`src/rtl/smt_pkg.sv`:
```
package smt_pkg;

	// Sequencer states.
	typedef enum logic [3:0] {
		ST_IDLE,
		ST_CHECK,
		ST_ZDIV,
		ST_ZWAIT,
		ST_ZCHK,
		ST_XDIV,
		ST_XWAIT,
		ST_YMUL,
		ST_YDIV,
		ST_YWAIT,
		ST_MAC,
		ST_MACEND,
		ST_WSUM,
		ST_DONE
	} smt_state_t;

	// Result status codes.
	typedef enum logic [2:0] {
		STATUS_OK      = 3'd0,
		STATUS_DIST    = 3'd1,
		STATUS_TRACKED = 3'd2,
		STATUS_DISP    = 3'd3,
		STATUS_DEPTH   = 3'd4
	} smt_status_t;

	// Input commands.
	localparam logic CMD_POSE  = 1'b0;
	localparam logic CMD_MATCH = 1'b1;

	// Configuration register indexes.
	localparam logic [2:0] REG_FOCAL_X  = 3'd0;
	localparam logic [2:0] REG_FOCAL_Y  = 3'd1;
	localparam logic [2:0] REG_CENTER_X = 3'd2;
	localparam logic [2:0] REG_CENTER_Y = 3'd3;
	localparam logic [2:0] REG_BASELINE = 3'd4;
	localparam logic [2:0] REG_MIN_DISP = 3'd5;
	localparam logic [2:0] REG_NEAR     = 3'd6;
	localparam logic [2:0] REG_FAR      = 3'd7;

	// Configuration reset values.
	localparam logic [19:0] RST_FOCAL_X  = 20'd8000;
	localparam logic [19:0] RST_FOCAL_Y  = 20'd8000;
	localparam logic [15:0] RST_CENTER_X = 16'd5120;
	localparam logic [15:0] RST_CENTER_Y = 16'd3840;
	localparam logic [19:0] RST_BASELINE = 20'd7864;
	localparam logic [15:0] RST_MIN_DISP = 16'd48;
	localparam logic [23:0] RST_NEAR     = 24'd6554;
	localparam logic [23:0] RST_FAR      = 24'd327680;

	localparam logic [8:0]  MAX_DISTANCE = 9'd50;
	localparam int          POSE_WORDS   = 12;
	localparam logic signed [31:0] ONE_Q16 = 32'sd65536;

	// Shared unit widths.
	localparam int DIV_W = 40;
	localparam int DVS_W = 20;
	localparam int MUL_W = 33;

	localparam logic signed [63:0] W40_MAX = 64'sd549755813887;
	localparam logic signed [63:0] W40_MIN = -64'sd549755813888;

	localparam int DEF_ID_WIDTH           = 32;
	localparam int DEF_FEATURE_INDEX_BITS = 12;

	// Row of a rotation element in row-major order.
	function automatic logic [1:0] elem_row(input logic [3:0] e);
		logic [1:0] r;
		unique case (e)
			4'd0, 4'd1, 4'd2: r = 2'd0;
			4'd3, 4'd4, 4'd5: r = 2'd1;
			default:          r = 2'd2;
		endcase
		return r;
	endfunction

	// Column of a rotation element in row-major order.
	function automatic logic [1:0] elem_col(input logic [3:0] e);
		logic [1:0] c;
		unique case (e)
			4'd0, 4'd3, 4'd6: c = 2'd0;
			4'd1, 4'd4, 4'd7: c = 2'd1;
			default:          c = 2'd2;
		endcase
		return c;
	endfunction

endpackage

```
`src/rtl/smt_mul.sv`:
```
module smt_mul (
	input  logic                                clk,
	input  logic signed [smt_pkg::MUL_W-1:0]    a,
	input  logic signed [smt_pkg::MUL_W-1:0]    b,
	output logic signed [2*smt_pkg::MUL_W-1:0]  p_s1
);

	// Signed multiply with the product registered.
	always_ff @(posedge clk) begin
		p_s1 <= a * b;
	end

endmodule

```
`config.mk`:
```
export PLATFORM = sky130hd
export DESIGN_NAME = smt_mul
export DESIGN_NICKNAME = d
export VERILOG_FILES = /design/src/rtl/smt_pkg.sv /design/src/rtl/smt_mul.sv
export SDC_FILE = /design/constraint.sdc
export NUM_CORES = 2
export LEC_CHECK = 0
export BUFFER_PORTS_ARGS = -buffer_cell sky130_fd_sc_hd__buf_2
export CAP_MARGIN = 20
export CORE_ASPECT_RATIO = 1.75
export CORE_UTILIZATION = 65
export DETAILED_ROUTE_END_ITERATION = 7
export GPL_ROUTABILITY_DRIVEN = 1
export GPL_TIMING_DRIVEN = 0
export PLACE_DENSITY = 0.83
export SYNTH_ARGS = -nofsm -noshare
export SYNTH_HDL_FRONTEND = slang
export SYNTH_SLANG_ARGS = --single-unit
```
`constraint.sdc`:
```
create_clock -name clk -period 14.5 [get_ports clk]
set_input_delay 0.725 -clock clk [delete_from_list [all_inputs] [get_ports clk]]
set_output_delay 0.725 -clock clk [all_outputs]
set_load 0.05 [all_outputs]
```
==> results.sh, run 1 <==
export IMPL_yosysWarnings=0
export IMPL_initial_utilization=0.6562
export IMPL_grt_pass1_wl_um=336700
export IMPL_synth_seq_cells=66
export IMPL_cts_sinks=66
export IMPL_cts_hold_buffers_added=0
export IMPL_post_cts_buffers=0
export IMPL_synth_area_leaders="fa_1 (56%), inv_1 (10%), and2_1 (8.6%)"
export IMPL_die_w_um=191.2
export IMPL_io_buffers=132
export IMPL_clk_path_buf_depth=2
export IMPL_grt_max_degree=19
export IMPL_stop_stage="global routing"
export IMPL_syn_inst=4338
export IMPL_rows=121
export IMPL_numCtsBuffers=9
export IMPL_grt_total_usage=0.7365
export IMPL_synthesis_area_mm2=0.04073
export IMPL_grt_pass1_vias=43040
export IMPL_preCtsSetupSlack_ps=4248
export IMPL_ys_async_sr_fraction=0
export IMPL_ys_flop_type="dfxtp_1"
export IMPL_synth_edff_count=0
export IMPL_yosysMostFrequentCell="fa_1"
export IMPL_ios=133
export IMPL_place_gp_congestion=1.152
export IMPL_synth_top_cell_area_share=0.5627
export IMPL_yosys_area_top_type="fa_1"
export IMPL_error="[ERROR GRT-0116] Global routing finished with congestion. Check the congestion regions in the DRC Viewer."
export IMPL_post_cts_resized=0
export IMPL_h_tree_depth=3
export IMPL_dp_hpwl_um=149800
export IMPL_synthTopCellsByCount="fa_1 (1,145), inv_1 (1,131), and2_1 (562)"
export IMPL_root_buffer="clkbuf_16"
export IMPL_syn_nets=5767
export IMPL_synth_seq_area_share=0.03244
export IMPL_yosysUniqueCellTypes=80
export IMPL_outcome="did not finish"
export IMPL_syn_avg_cell_area_um2=9.390
export IMPL_die_height_um=333.2
export IMPL_gr_total_overflow=656
[logic make-up after synthesis]
kind of cell / Yosys count / synth area share
adder cells (fa/ha/maj): 1362 / 0.6294
buffers and inverters: 1352 / 0.1251
AND/OR/NAND/NOR: 1271 / 0.1578
AO/OA/AOI/OAI: 219 / 0.04067
XOR/XNOR: 68 / 0.01462
flip-flops: 66 / 0.03244
[stage by stage]
stage               cell area (um^2)  cells    util
floorplan                      40730   4338       -
global placement               42390   5269  0.6830
detailed placement             42510   5276  0.6849
CTS                            42810   5292  0.6896
[metal layers]
layer,GRT overflow,track usage
met5,2,0.2127
met4,259,0.7411
met3,4,0.5573
met2,390,0.9235
met1,1,0.7303
==> run 2: changes to the inputs <==
- CORE_ASPECT_RATIO: 1.75 -> default
- CORE_UTILIZATION: 65 -> 40
- PLACE_DENSITY: 0.83 -> default
- PLACE_DENSITY_LB_ADDON: default -> 0.15
==> run 2 against run 1 <==
The flow now finishes without violations. Synthesized cell count did not move. Area after synthesis did not move.
==> results.sh, run 2 <==
export IMPL_critPathMaxFanout=10
export IMPL_place_gp_congestion=1.020
export IMPL_ys_async_sr_fraction=0
export IMPL_final_common_cell="fa_1"
export IMPL_ant_nets=0
export IMPL_h_tree_depth=3
export IMPL_slew_headroom=0.1802
export IMPL_yosysWarnings=0
export IMPL_largest_register_ffs=66
export IMPL_cts_tree="built"
export IMPL_yosys_area_top_type="fa_1"
export IMPL_setup_tns_ps=0
export IMPL_drv_slew=0
export IMPL_synth_seq_cells=66
export IMPL_worstPathRequired_ps=14770
export IMPL_syn_nets=5767
export IMPL_grt_total_usage=0.3137
export IMPL_worst_pin_slew_ps=1230
export IMPL_synth_top_cell_area_share=0.5627
export IMPL_dr_pass1_iters=5
export IMPL_cts_sinks=66
export IMPL_post_cts_buffers=0
export IMPL_die_height_um=321.1
export IMPL_start_kind="input port"
export IMPL_synth_area_leaders="fa_1 (56%), inv_1 (10%), and2_1 (8.6%)"
export IMPL_clk_path_buf_depth=2
export IMPL_die_area_mm2=0.1031
export IMPL_grtUsageMet1=0.4234
export IMPL_min_period_ps=10200
export IMPL_rows=116
export IMPL_synth_edff_count=0
export IMPL_clk_pin_slew_ps=70
export IMPL_avgViaCountPerCell=5.167
export IMPL_hold_depth=2
export IMPL_numCtsBuffers=9
export IMPL_synthTopCellsByCount="fa_1 (1,145), inv_1 (1,131), and2_1 (562)"
export IMPL_grt_pass1_vias=32510
export IMPL_wl_per_cell_um=26.37
export IMPL_cp_startpoint="a[32]"
export IMPL_hold_viol=0
export IMPL_fmax_mhz=97.99
export IMPL_ys_flop_type="dfxtp_1"
export IMPL_hp_start="a[0]"
export IMPL_drive_above_1_share=0.04604
export IMPL_dp_hpwl_um=131300
export IMPL_synth_seq_area_share=0.03244
export IMPL_ios=133
export IMPL_gr_total_overflow=0
export IMPL_fin_crit_sh=0.7038
export IMPL_rsz0062_at_grt="no"
export IMPL_grt_busiest_layer="met2"
export IMPL_endpoint_kind="flop"
export IMPL_met2_usage=0.4814
export IMPL_root_buffer="clkbuf_16"
export IMPL_drt_iter0_markers=2626
export IMPL_final_cell_mix="fa_1 (1,145), inv_1 (1,131), and2_1 (562)"
export IMPL_post_cts_resized=0
export IMPL_antenna_found_initial=39
export IMPL_cap_violations=0
export IMPL_syn_avg_cell_area_um2=9.390
export IMPL_finalSetupViolations=0
export IMPL_cts_hold_buffers_added=0
export IMPL_grt_max_degree=19
export IMPL_yosysMostFrequentCell="fa_1"
export IMPL_initial_utilization=0.4056
export IMPL_outcome="complete, no violations"
export IMPL_top_register="p_s1"
export IMPL_core_mm2=0.1004
export IMPL_met3_usage=0.06265
export IMPL_yosysUniqueCellTypes=80
export IMPL_drc=0
export IMPL_wl_um=154800
export IMPL_cp_arrival_ps=10470
export IMPL_die_w_um=321.1
export IMPL_largestRegisters="p_s1 x66"
export IMPL_nets=5920
export IMPL_critical_path_class="in2reg"
export IMPL_grt_pass1_wl_um=227200
export IMPL_syn_to_final_growth_pct=7.108
export IMPL_syn_inst=4338
export IMPL_io_buffers=132
export IMPL_synthesis_area_mm2=0.04073
export IMPL_num_vias=30330
export IMPL_hp_class="in2reg"
==> run 2: routing by layer <==
metal	part of all wire	vias to the layer above
met4	0.058	18
met2	0.45	1354
met3	0.082	320
li1	-	12670
met1	0.41	15970
met5	0.00074	-
==> run 2: worst paths after layout <==
path                       end
worst max-delay path  p_s1[58]
worst min-delay path   p_s1[0]
==> run 2: through the flow <==
| stage | util | area [um^2] | hold slack [ps] | worst slack [ps] | instances |
|---|---|---|---|---|---|
| finish | 0.4344 | 43630 | 737.7 | 4295 | 5870 |
| global route | 0.4340 | 43590 | 734.8 | 4108 | 5856 |
| CTS | 0.4335 | 43540 | 685.9 | 4010 | 5849 |
| detailed placement | 0.4301 | 43200 | 1147 | 3605 | 5833 |
| global placement | 0.4291 | 43090 | 1159 | 3496 | 5827 |
| floorplan | - | 40730 | 852.3 | 6539 | 4338 |
==> run 2: worst max-delay path, stage by stage <==
cell	delay [ps]
buf_2	270
clkbuf_1	920
nand2_1	210
inv_1	200
fa_1	530
fa_1	580
fa_1	1000
inv_1	270
fa_1	640
fa_1	450
fa_1	600
fa_1	450
fa_1	500
inv_1	40
ha_1	250
buf_2	190
and4_1	200
buf_2	160
nand3_1	200
nand2b_1	410
nor2_1	250
a211oi_4	780
a21oi_2	220
nor4b_2	300
a311oi_1	90
==> run 2: cells by family after synthesis <==
family,after synthesis,synth area share
buf+inv,1352,0.1251
fa+ha+maj,1362,0.6294
compound gates,219,0.04067
simple gates,1271,0.1578
xor+xnor,68,0.01462
flops,66,0.03244
==> run 2: final cells by class <==
cell class	count	area, um^2
well taps	1357	1698
clock inverters	7	117.6
multi-input cells	2920	34320
repair buffers	142	812.0
inverters	1131	4245
flip-flops and latches	66	1321
diodes	17	42.54
plain buffers	221	850.8
fillers	10260	56810
clock buffers	9	225.2
Power of run 2 is not shown: default switching activity piles up to over one toggle a cycle in this logic, so the estimate is an artifact.
