<file path="config.mk">
export PLATFORM = sky130hd
export DESIGN_NAME = smt_div
export DESIGN_NICKNAME = d
export VERILOG_FILES = /design/src/rtl/smt_pkg.sv /design/src/rtl/smt_div.sv
export SDC_FILE = /design/constraint.sdc
export NUM_CORES = 1
export LEC_CHECK = 0
export BUFFER_PORTS_ARGS = -buffer_cell sky130_fd_sc_hd__buf_2
export CORE_MARGIN = 1
export CORE_UTILIZATION = 45
export DETAILED_ROUTE_END_ITERATION = 8
export HOLD_SLACK_MARGIN = 0.06
export PLACE_DENSITY_LB_ADDON = 0.3
export SYNTH_ARGS = -nofsm -noshare
export SYNTH_HDL_FRONTEND = slang
export SYNTH_SLANG_ARGS = --single-unit
export TNS_END_PERCENT = 10
</file>
<file path="constraint.sdc">
create_clock -name clk -period 4 [get_ports clk]
set_clock_uncertainty 0.2 [all_clocks]
set_input_delay 0 -clock clk [delete_from_list [all_inputs] [get_ports clk]]
set_output_delay 0 -clock clk [all_outputs]
set_load 0.01 [all_outputs]
</file>
<file path="src/rtl/smt_pkg.sv">
package smt_pkg;

	// Sequencer states.
	typedef enum logic [3:0] {
		ST_IDLE,
		ST_CHECK,
		ST_ZDIV,
		ST_ZWAIT,
		ST_ZCHK,
		ST_XDIV,
		ST_XWAIT,
		ST_YMUL,
		ST_YDIV,
		ST_YWAIT,
		ST_MAC,
		ST_MACEND,
		ST_WSUM,
		ST_DONE
	} smt_state_t;

	// Result status codes.
	typedef enum logic [2:0] {
		STATUS_OK      = 3'd0,
		STATUS_DIST    = 3'd1,
		STATUS_TRACKED = 3'd2,
		STATUS_DISP    = 3'd3,
		STATUS_DEPTH   = 3'd4
	} smt_status_t;

	// Input commands.
	localparam logic CMD_POSE  = 1'b0;
	localparam logic CMD_MATCH = 1'b1;

	// Configuration register indexes.
	localparam logic [2:0] REG_FOCAL_X  = 3'd0;
	localparam logic [2:0] REG_FOCAL_Y  = 3'd1;
	localparam logic [2:0] REG_CENTER_X = 3'd2;
	localparam logic [2:0] REG_CENTER_Y = 3'd3;
	localparam logic [2:0] REG_BASELINE = 3'd4;
	localparam logic [2:0] REG_MIN_DISP = 3'd5;
	localparam logic [2:0] REG_NEAR     = 3'd6;
	localparam logic [2:0] REG_FAR      = 3'd7;

	// Configuration reset values.
	localparam logic [19:0] RST_FOCAL_X  = 20'd8000;
	localparam logic [19:0] RST_FOCAL_Y  = 20'd8000;
	localparam logic [15:0] RST_CENTER_X = 16'd5120;
	localparam logic [15:0] RST_CENTER_Y = 16'd3840;
	localparam logic [19:0] RST_BASELINE = 20'd7864;
	localparam logic [15:0] RST_MIN_DISP = 16'd48;
	localparam logic [23:0] RST_NEAR     = 24'd6554;
	localparam logic [23:0] RST_FAR      = 24'd327680;

	localparam logic [8:0]  MAX_DISTANCE = 9'd50;
	localparam int          POSE_WORDS   = 12;
	localparam logic signed [31:0] ONE_Q16 = 32'sd65536;

	// Shared unit widths.
	localparam int DIV_W = 40;
	localparam int DVS_W = 20;
	localparam int MUL_W = 33;

	localparam logic signed [63:0] W40_MAX = 64'sd549755813887;
	localparam logic signed [63:0] W40_MIN = -64'sd549755813888;

	localparam int DEF_ID_WIDTH           = 32;
	localparam int DEF_FEATURE_INDEX_BITS = 12;

	// Row of a rotation element in row-major order.
	function automatic logic [1:0] elem_row(input logic [3:0] e);
		logic [1:0] r;
		unique case (e)
			4'd0, 4'd1, 4'd2: r = 2'd0;
			4'd3, 4'd4, 4'd5: r = 2'd1;
			default:          r = 2'd2;
		endcase
		return r;
	endfunction

	// Column of a rotation element in row-major order.
	function automatic logic [1:0] elem_col(input logic [3:0] e);
		logic [1:0] c;
		unique case (e)
			4'd0, 4'd3, 4'd6: c = 2'd0;
			4'd1, 4'd4, 4'd7: c = 2'd1;
			default:          c = 2'd2;
		endcase
		return c;
	endfunction

endpackage

</file>
<file path="src/rtl/smt_div.sv">
module smt_div (
	input  logic                         clk,
	input  logic                         arst_n,
	input  logic                         start,
	input  logic [smt_pkg::DIV_W-1:0]    dividend,
	input  logic [smt_pkg::DVS_W-1:0]    divisor,
	output logic                         busy,
	output logic                         done,
	output logic [smt_pkg::DIV_W-1:0]    quotient
);

	localparam int CNT_W = $clog2(smt_pkg::DIV_W + 1);

	logic                        busy_q;
	logic                        done_q;
	logic [CNT_W-1:0]            cnt_q;
	logic [smt_pkg::DIV_W-1:0]   dq_q;
	logic [smt_pkg::DVS_W:0]     rem_q;
	logic [smt_pkg::DVS_W-1:0]   dvs_q;
	logic [smt_pkg::DVS_W:0]     trial;
	logic                        ge;

	// One quotient bit per cycle, restoring.
	assign trial = {rem_q[smt_pkg::DVS_W-1:0], dq_q[smt_pkg::DIV_W-1]};
	assign ge    = trial >= {1'b0, dvs_q};

	always_ff @(posedge clk or negedge arst_n) begin
		if (!arst_n) begin
			busy_q <= 1'b0;
			done_q <= 1'b0;
			cnt_q  <= '0;
		end else begin
			done_q <= 1'b0;
			if (start) begin
				busy_q <= 1'b1;
				cnt_q  <= CNT_W'(smt_pkg::DIV_W);
			end else if (busy_q) begin
				cnt_q <= cnt_q - 1'b1;
				if (cnt_q == CNT_W'(1)) begin
					busy_q <= 1'b0;
					done_q <= 1'b1;
				end
			end
		end
	end

	// Partial remainder and quotient shift register.
	always_ff @(posedge clk) begin
		if (start) begin
			dq_q  <= dividend;
			rem_q <= '0;
			dvs_q <= divisor;
		end else if (busy_q) begin
			rem_q <= ge ? (trial - {1'b0, dvs_q}) : trial;
			dq_q  <= {dq_q[smt_pkg::DIV_W-2:0], ge};
		end
	end

	// A zero divisor gives a zero quotient.
	assign quotient = (dvs_q == '0) ? '0 : dq_q;
	assign busy     = busy_q;
	assign done     = done_q;

endmodule

</file>
* Yosys cells after proc, flatten, opt, wreduce, memory -nomap -nowiden
Cells that the tools add are included.
** Operators by class
- Add/subtract/negate cells :: 2
- $lt $le $gt $ge :: 1
- Equal/unequal tests :: 1
- Muxes and demuxes :: 12
- Reduce and logical (&&, ||, !) cells :: 2
** Operators by type and width (count)
- $mux 40 :: 3
- $ge 21x20->1 :: 1
- $logic_not 20->1 :: 1
- $mux 20 :: 1
- $sub 20x20->20 :: 1
- $mux 6 :: 2
- $eq 6x1->1 const B :: 1
- $mux 1 :: 6
- $sub 6x1->6 const B :: 1
- $reduce_bool 2->1 :: 1
** Word-level totals
- Register bits after elaboration :: 88
- Input bits :: 63
- Logic and storage cells :: 24

* Longest topological paths before layout
Gate-level depths: netlist of run 1.
- Depth in word-level cells :: 4
- Gate-level depth with buffers :: 11

* Worst setup path after synthesis of run 1
OpenSTA, ideal clock, no wires.
- Path type :: flip-flop to flip-flop
- From :: register dvs_q[0] (netlist name)
- To :: register rem_q[18] (netlist name)
- Setup time :: 86 ps
- Data arrival time :: 2330 ps
- Data required time :: 3714 ps
- Setup slack :: 1385 ps
- Cell stages (with the launch flop) :: 11
- Buffers on the path :: 0
- Period minus slack after synthesis :: 2615 ps
- Path through :: edfxtp_1 -> ha_1 -> fa_1 -> and2b_1 -> o21bai_4 -> a31oi_2 -> a32oi_1 -> o211ai_1 -> xor2_1 -> mux2i_1 -> a211oi_1
** On the way
- Cells in the longest elaborated chain, start to end :: 2
- Elaborated cells on any way between the ends :: 3
- Those cells by class :: 1 x add/sub; 1 x order compare; 1 x mux
** Ends and longest elaborated chain
- start, declared :: line smt_div.sv:19 : logic [smt_pkg::DVS_W-1:0] dvs_q;
- start signal, assigned :: line smt_div.sv:52 : dvs_q <= divisor;
- $sub 20x20->20 / $ge 21x20->1 (equally long branches) :: line smt_div.sv:54, smt_div.sv:25
- $mux 20 * :: line smt_div.sv:54 : rem_q <= ge ? (trial - {1'b0, dvs_q}) : trial;
- end signal, assigned :: line smt_div.sv:54
- end, declared :: line smt_div.sv:18 : logic [smt_pkg::DVS_W:0] rem_q;
Every way passes the cells marked *; elsewhere a longest branch is shown, timed or not.
A chain may end at the register's enable or synchronous reset.

* Worst setup path after layout of run 1
- From :: register dvs_q[1] (netlist name)
- To :: register rem_q[13] (netlist name)
The elaborated chain is that of the path after synthesis.

==> results of run 1 <==
cell type report:
cell class / count / area share (%)
Sequential cell: 88 / 37.2
Inverter: 29 / 1.68
Clock inverter: 5 / 1.12
Tap cell: 140 / 2.71
Timing Repair Buffer: 171 / 18.3
Clock buffer: 10 / 1.97
Multi-Input combinational cell: 311 / 37.0
routing by layer:
| layer | track usage [%] | wire length, um | up-vias |
|---|---|---|---|
| li1 | - | - | 1936 |
| met1 | 25.8 | 4950 | 1793 |
| met2 | 34.6 | 5460 | 108 |
| met3 | 4.36 | 520 | 20 |
| met4 | 8.51 | 252 | 0 |
| met5 | 0 | 0 | - |
cells in the mapped netlist, drive strengths merged (4+ instances only):
cell type	n	share of area (%)
nand2	24	1.8
a21oi	19	2.2
a31oi	5	0.75
nand3	7	0.70
buf	9	1.6
dfrtp	8	4.0
mux2	42	9.4
mux2i	16	3.2
nor2b	40	5.0
a211oi	17	2.5
o21a	4	0.60
nor2	35	2.6
ha	22	5.5
clkbuf	8	0.60
nor4	5	0.62
o21ai	8	0.80
nor3	6	0.60
edfxtp	60	36
dfxtp	20	8.0
inv	29	2.2
xnor2	14	2.4
xor2	8	1.4
placed cells by master (no fill, tap or decap), types with 5 or more instances in the layout:
cell	count
buf_2	103
dlygate4sd3_1	63
edfxtp_1	60
mux2_2	42
nor2b_1	40
nor2_1	34
inv_1	29
nand2_1	24
ha_1	22
dfxtp_1	20
a21oi_1	17
a211oi_1	17
mux2i_1	16
xnor2_1	14
clkbuf_8	9
xor2_1	8
dfrtp_1	8
nand3_1	7
nor3_1	6
o21ai_0	5
nor4_1	5
buf_4	5
power breakdown:
| part | switching [mW] | total, mW | internal (mW) |
|---|---|---|---|
| clock | 0.299 | 0.643 | 0.344 |
| sequential | 0.111 | 1.25 | 1.14 |
| combinational | 0.678 | 1.32 | 0.638 |
| total | 1.09 | 3.21 | 2.13 |
worst max-delay path, cell delays in order (launching register included):
cell,delay (ns)
edfxtp_1,0.39
inv_1,0.06
ha_1,0.28
nor2b_1,0.20
o2111ai_2,0.19
a21oi_4,0.23
o32ai_4,0.13
o211ai_4,0.77
mux2_2,0.41
mux2i_1,0.13
nor2_1,0.05
registers in the layout, indices dropped and copies added, names as in the netlist:
signal	cells
busy	1
cnt_q	6
rem_q	20
done	1
dq_q	40
dvs_q	20
metrics by stage:
step | hold WS, ns | area [um2]
after floorplan | -0.496 | 5030
after global placement | -0.348 | 5630
after detailed placement | -0.349 | 5630
after CTS | 0.138 | 6460
after global routing | 0.145 | 6460
final | 0.155 | 6460
logic make-up after synthesis:
group,Yosys count,share of synthesized area [%]
and+or+nand+nor,136,14.1
buffers and inverters,48,4.77
muxes,58,12.6
adders and majority gates,23,5.87
xor gates and xnor gates,22,3.83
AOI/OAI and AO/OA,72,11.2
DFF,88,47.7
worst min path at each step:
| stage | end | start |
|---|---|---|
| final | dvs_q[1] | divisor[1] |
| after global routing | dvs_q[1] | divisor[1] |
| after CTS | dvs_q[19] | divisor[19] |
| after detailed placement | cnt_q[2] | arst_n |
| after global placement | cnt_q[0] | arst_n |
| after floorplan | busy | arst_n |
repair_timing:
item                                   4_1_cts  5_1_grt
hold buffers                                63        0
buffers inserted                             0        0
endpoints found under the hold margin       84        0
==> metrics.log, run 1 <==
INFO  metric clock_insertion_delay_worst_skew = approximately 0.35 ns
INFO  metric crit_path_end = rem_q[13]
INFO  metric finalCritPeriodShare = between 70% and 80%
INFO  metric groute.usage.overall = 20.7%
INFO  metric drive_above_1_share = 28.8%
INFO  metric starting_utilization_of_the_core_area = a little under half
INFO  metric synthCells = around 450
INFO  metric cp-start-kind = flip-flop
INFO  metric post-route-worst-setup-slack = 0.825 ns
INFO  metric crit_fanout = 26
INFO  metric root_buffer = clkbuf_8
INFO  metric crit_path_start = dvs_q[1]
INFO  metric totalPowerFinal = 3.21 mW
INFO  metric synth_area_per_cell = between 10 and 15 um2
INFO  metric tritoncts = yes
INFO  metric timing.final.setup_violations = 0
INFO  metric area.sequential = roughly 0.0024 mm2
INFO  metric worstMarginPinSlew = 0.957 ns
INFO  metric die_width = between 100 and 150 um
INFO  metric vias_after_detailed_routing = slightly below 4000
INFO  metric place.port_buffers = between 100 and 150
INFO  metric setup_slack_at_placement = about 0.81 ns
INFO  metric clock_tree.buffer_depth = 2
INFO  metric wl = roughly 11000 um
INFO  metric synth.net_count = around 530
INFO  metric cts_htree_levels = 3
INFO  metric r2r_start = dvs_q[1]
INFO  metric place_congestion = 0.841
INFO  metric synth_ff_type = edfxtp_1
INFO  metric setup.worst_path.end_class = flip-flop
INFO  metric rows = 38
INFO  metric final_max_slew_viols = 0
INFO  metric synthArstFlopShare = just over 9%
INFO  metric avgViaCountPerCell = 5.12
INFO  metric first_pass_grt_wire_length = between 15000 and 20000 um
INFO  metric cp.arrival = 3.20 ns
INFO  metric firstDrtPassIters = 4
INFO  metric n_antenna_cell = 0
INFO  metric drtAntennaViolNets = 0
INFO  metric run_status = complete, no violations
INFO  metric critPathRequiredTime = about 4.0 ns
INFO  metric period_minus_slack = 3.18 ns
INFO  metric number_of_hold_violations_in_the_final_report = 0
INFO  metric first_global_vias = about 4000
INFO  metric drt_drc_violations_left = 0
INFO  metric dp_cells = 676
INFO  metric post_layout_nonfiller_instances = ~750
INFO  metric min-delay-path-class = in2reg
INFO  metric reg2reg_depth = 10
INFO  metric grt_max_degree = between 60 and 70
INFO  metric maxCapViolations = 0
INFO  metric coreArea = approximately 0.011 mm2
INFO  metric syn2layout_area_growth = 28.4%
INFO  metric max-vdd-ir-drop = around 0.2 mV
INFO  metric p_per_area = ~500 mW/mm2
INFO  metric wl_per_cell = 14.8 um
INFO  metric setup_tns = 0 ns
INFO  metric drt_iter0_drc = around 160
INFO  metric synth-warning-count = 0
INFO  metric netlist-cell-type-count = 59
INFO  metric fin_nets = 696
INFO  metric r2r_setup_slack = slightly above 0.8 ns
INFO  metric rsz_0062_raised_after_global_routing = false
INFO  metric clk_pin_slew = approximately 0.08 ns
INFO  metric floorplan.die_area = about 0.012 mm2
INFO  metric postSynthRegisterBits = 88
INFO  metric post_cts_resize_count = 0
INFO  metric synth-edff-count = 60
INFO  metric slew-limit-headroom = 35.9%
INFO  metric worst_r2r_endpoint = rem_q[13]
INFO  metric grt_overflow = 0
INFO  metric cts_buffers = 9
INFO  metric n_fill_cell = ~900
INFO  metric io-pin-count = approximately 110
INFO  metric holdPathStages = 2
INFO  metric achievable-frequency = 315 MHz
INFO  metric number_of_antenna_violations_at_the_first_check_in_global_routing = 0
INFO  metric static-leakage-power = roughly 2.8 nW
INFO  metric fp.dieH = about 110 um
INFO  metric final_core_utilization = a little under 60%
INFO  metric detailedPlacementHpwl = about 7300 um
INFO  metric synth_sequential_area_ratio = a little under half
INFO  metric cts.sink_count = a little under 90
INFO  metric syn_area = 0.00503 mm2
INFO  metric path_class = reg2reg
INFO  metric multi_input_comb_area = roughly 0.0024 mm2
Power figures use the tool's default switching activity.
==> run 2: changes to the inputs <==
clock period = 3.3 ns   (was 4 ns; I/O delays follow)
==> metrics.log, run 2 (synthesis gave the netlist of run 1 again) <==
INFO  metric crit_fanout = 18 (-31%)
INFO  metric clock_power_share = 17.5% (-2.5 points)
INFO  metric largest_reg_flops = 40 (unchanged)
INFO  metric final_max_slew_viols = 0 (unchanged)
INFO  metric seqPwrFrac = 40.1% (+1.1 points)
INFO  metric layout_top_registers = dq_q: 40 flops, dvs_q: 20 flops, rem_q: 20 flops
INFO  metric leading_cell_type_in_the_layout_fill_and_taps_excluded = buf_2
INFO  metric detailedPlacementHpwl = 7430 um (+2.4%)
INFO  metric area.sequential = 0.00240 mm2 (unchanged)
INFO  metric max-vdd-ir-drop = 0.289 mV (+42%)
INFO  metric clk_pin_slew = 0.09 ns (about the same)
INFO  metric number_of_hold_violations_in_the_final_report = 0 (unchanged)
INFO  metric rows = 38 (unchanged)
INFO  metric first_pass_grt_wire_length = 18900 um (+1.7%)
INFO  metric critPathRequiredTime = 3.33 ns (-0.69 ns)
INFO  metric multi_input_comb_area = 0.00239 mm2 (unchanged)
INFO  metric drtAntennaViolNets = 0 (unchanged)
INFO  metric gr-usage-met3 = 5.15% (+0.79 points)
INFO  metric cp-start-kind = flip-flop
INFO  metric critPathMaxStageDelay = 0.56 ns (-0.21 ns)
INFO  metric p_per_area = 593 mW/mm2 (+19%)
INFO  metric achievable-frequency = 331 MHz (+5.2%)
INFO  metric firstDrtPassIters = 4 (unchanged)
INFO  metric coreArea = 0.0109 mm2 (unchanged)
INFO  metric n_antenna_cell = 0 (unchanged)
INFO  metric maxCapViolations = 0 (unchanged)
INFO  metric static-leakage-power = 2.75 nW (-0.27%)
INFO  metric syn2layout_area_growth = 28.0%
INFO  metric vias_after_detailed_routing = 3940 (+2.2%)
INFO  metric power.combinational.fraction = 42.4% (+1.4 points)
INFO  metric internal_power = 2.45 mW (+15%)
INFO  metric path_class = reg2reg
INFO  metric groute.layer.met1.usage = 25.7% (-0.038 points)
INFO  metric most-common-layout-cells = buf_2 (103), dlygate4sd3_1 (63), edfxtp_1 (60)
INFO  metric fp.dieH = 108 um (unchanged)
INFO  metric totalPowerFinal = 3.82 mW (+19%)
INFO  metric period_minus_slack = 3.02 ns (-0.158 ns)
INFO  metric first_global_vias = 4013 (+1.1%)
INFO  metric drt_iter0_drc = 182 (+14%)
INFO  metric number_of_antenna_violations_at_the_first_check_in_global_routing = 0 (unchanged)
INFO  metric setup_tns = 0 ns (unchanged)
INFO  metric cp.arrival = 3.05 ns (-0.15 ns)
INFO  metric finalCritPeriodShare = 91.4% (+12 points)
INFO  metric root_buffer = clkbuf_8
INFO  metric grtUsageMet2 = 35.0% (+0.46 points)
INFO  metric timing.final.setup_violations = 0 (unchanged)
INFO  metric largest_register = dq_q
INFO  metric grt_max_degree = 59 (-3.3%)
INFO  metric wl = 11400 um (+1.9%)
INFO  metric cts_htree_levels = 3 (unchanged)
INFO  metric run_status = complete, no violations
INFO  metric post_cts_resize_count = 0 (unchanged)
INFO  metric place_congestion = 0.934 (+11%)
INFO  metric cts.sink_count = 88 (unchanged)
INFO  metric wl_per_cell = 15.1 um (+1.5%)
INFO  metric netSwitchingFraction = 36.0% (+2.2 points)
INFO  metric drive_above_1_share = 29.3% (+0.51 points)
INFO  metric floorplan.die_area = 0.0116 mm2 (unchanged)
INFO  metric cts_buffers = 9 (unchanged)
INFO  metric worstMarginPinSlew = 0.657 ns (-0.300 ns)
INFO  metric avgViaCountPerCell = 5.20 (+1.7%)
INFO  metric clock_tree.buffer_depth = 2 (unchanged)
INFO  metric starting_utilization_of_the_core_area = 46.2% (unchanged)
INFO  metric io-pin-count = 105 (unchanged)
INFO  metric timing.critical_path.slowest_stage_cell = o211ai_4
INFO  metric clock_insertion_delay_worst_skew = 0.37 ns (+0.02 ns)
INFO  metric setup.worst_path.end_class = flip-flop
INFO  metric groute.usage.overall = 21.1% (+0.49 points)
INFO  metric power.switching = 1.38 mW (+27%)
INFO  metric crit_path_cell_trace = inv_1 -> ha_1 -> nor2b_1 -> o2111ai_2 -> a21oi_4 -> o32ai_4 -> o211ai_4 -> buf_4 -> mux2i_1 -> a211oi_1
INFO  metric grt_overflow = 0 (unchanged)
INFO  metric fin_nets = 698 (+0.29%)
INFO  metric place.port_buffers = 104 (unchanged)
INFO  metric drt_drc_violations_left = 0 (unchanged)
INFO  metric min-delay-path-class = in2reg
INFO  metric slew-limit-headroom = 56.0% (+20 points)
INFO  metric globalRoute.busiestLayer = met2
INFO  metric n_fill_cell = 911 (+2.8%)
INFO  metric die_width = 108 um (unchanged)
INFO  metric tritoncts = yes
INFO  metric rsz_0062_raised_after_global_routing = false
-- run 2: cell types whose count changed in the layout (fill, tap and decap cells not counted), sizes merged --
cell,before,now
clkbuf,10,11
clkinvlp,0,1
buf,108,110
bufinv,2,0
inv,29,30
-- run 2: final timing paths --
path	cells past startpoint	from	slack, ns	to
max	10	dvs_q[1]	0.28	rem_q[2]
min	2	divisor[2]	0.15	dvs_q[2]
max reg2reg	10	dvs_q[1]	0.28	rem_q[2]
min reg2reg	2	rem_q[1]	0.31	rem_q[1]
max in group asynchronous	3	arst_n	2.21	cnt_q[4]
min in group asynchronous	3	arst_n	0.41	cnt_q[1]
-- run 2: what timing repair did --
action,CTS,global route
setup buffers,0,0
hold buffers,63,0
hold endpoints to repair,109,0
-- run 2: cell type report --
class,count,area share (%)
Tap cell,140,2.72
Clock inverter,5,0.544
Clock buffer,11,2.04
Timing Repair Buffer,173,18.6
Sequential cell,88,37.3
Inverter,29,1.69
Multi-Input combinational cell,311,37.1
-- run 2: metrics by stage --
stage	instances	instance area, um2	utilization, %	hold slack, ns	worst slack (ns)
finish	757	6440	59.2	0.147	0.283
global route	757	6440	59.2	0.130	0.0221
CTS	757	6440	59.2	0.121	0.252
detailed placement	678	5650	51.9	-0.342	0.263
global placement	678	5650	51.9	-0.348	0.373
floorplan	447	5030	-	-0.496	0.685
-- run 2: metal layers --
| metal | routed length (um) | part of all wire (%) | up-vias |
|---|---|---|---|
| met5 | 0 | 0 | - |
| met4 | 328 | 2.9 | 0 |
| met3 | 573 | 5.0 | 23 |
| met2 | 5490 | 48 | 109 |
| met1 | 5010 | 44 | 1866 |
| li1 | - | - | 1942 |
-- run 2: power by group through the flow --
stage | Sequential [mW] | Clock (mW) | Combinational [mW]
after global routing | 1.56 | 0.729 | 1.80
after CTS | 1.53 | 0.685 | 1.62
after detailed placement | 1.55 | 0 | 1.55
final | 1.53 | 0.670 | 1.62
after global placement | 1.55 | 0 | 1.52
after floorplan | 1.50 | 0 | 1.28
-- run 2: critical path: cells and delay by family, from the launching register on --
family / cells / cell delay (ns)
buffers and inverters: 2 / 0.37
AO/OA/AOI/OAI: 5 / 1.20
multiplexers: 1 / 0.22
adder cells (fa/ha/maj): 1 / 0.28
flip-flops: 1 / 0.41
AND/OR/NAND/NOR: 1 / 0.19
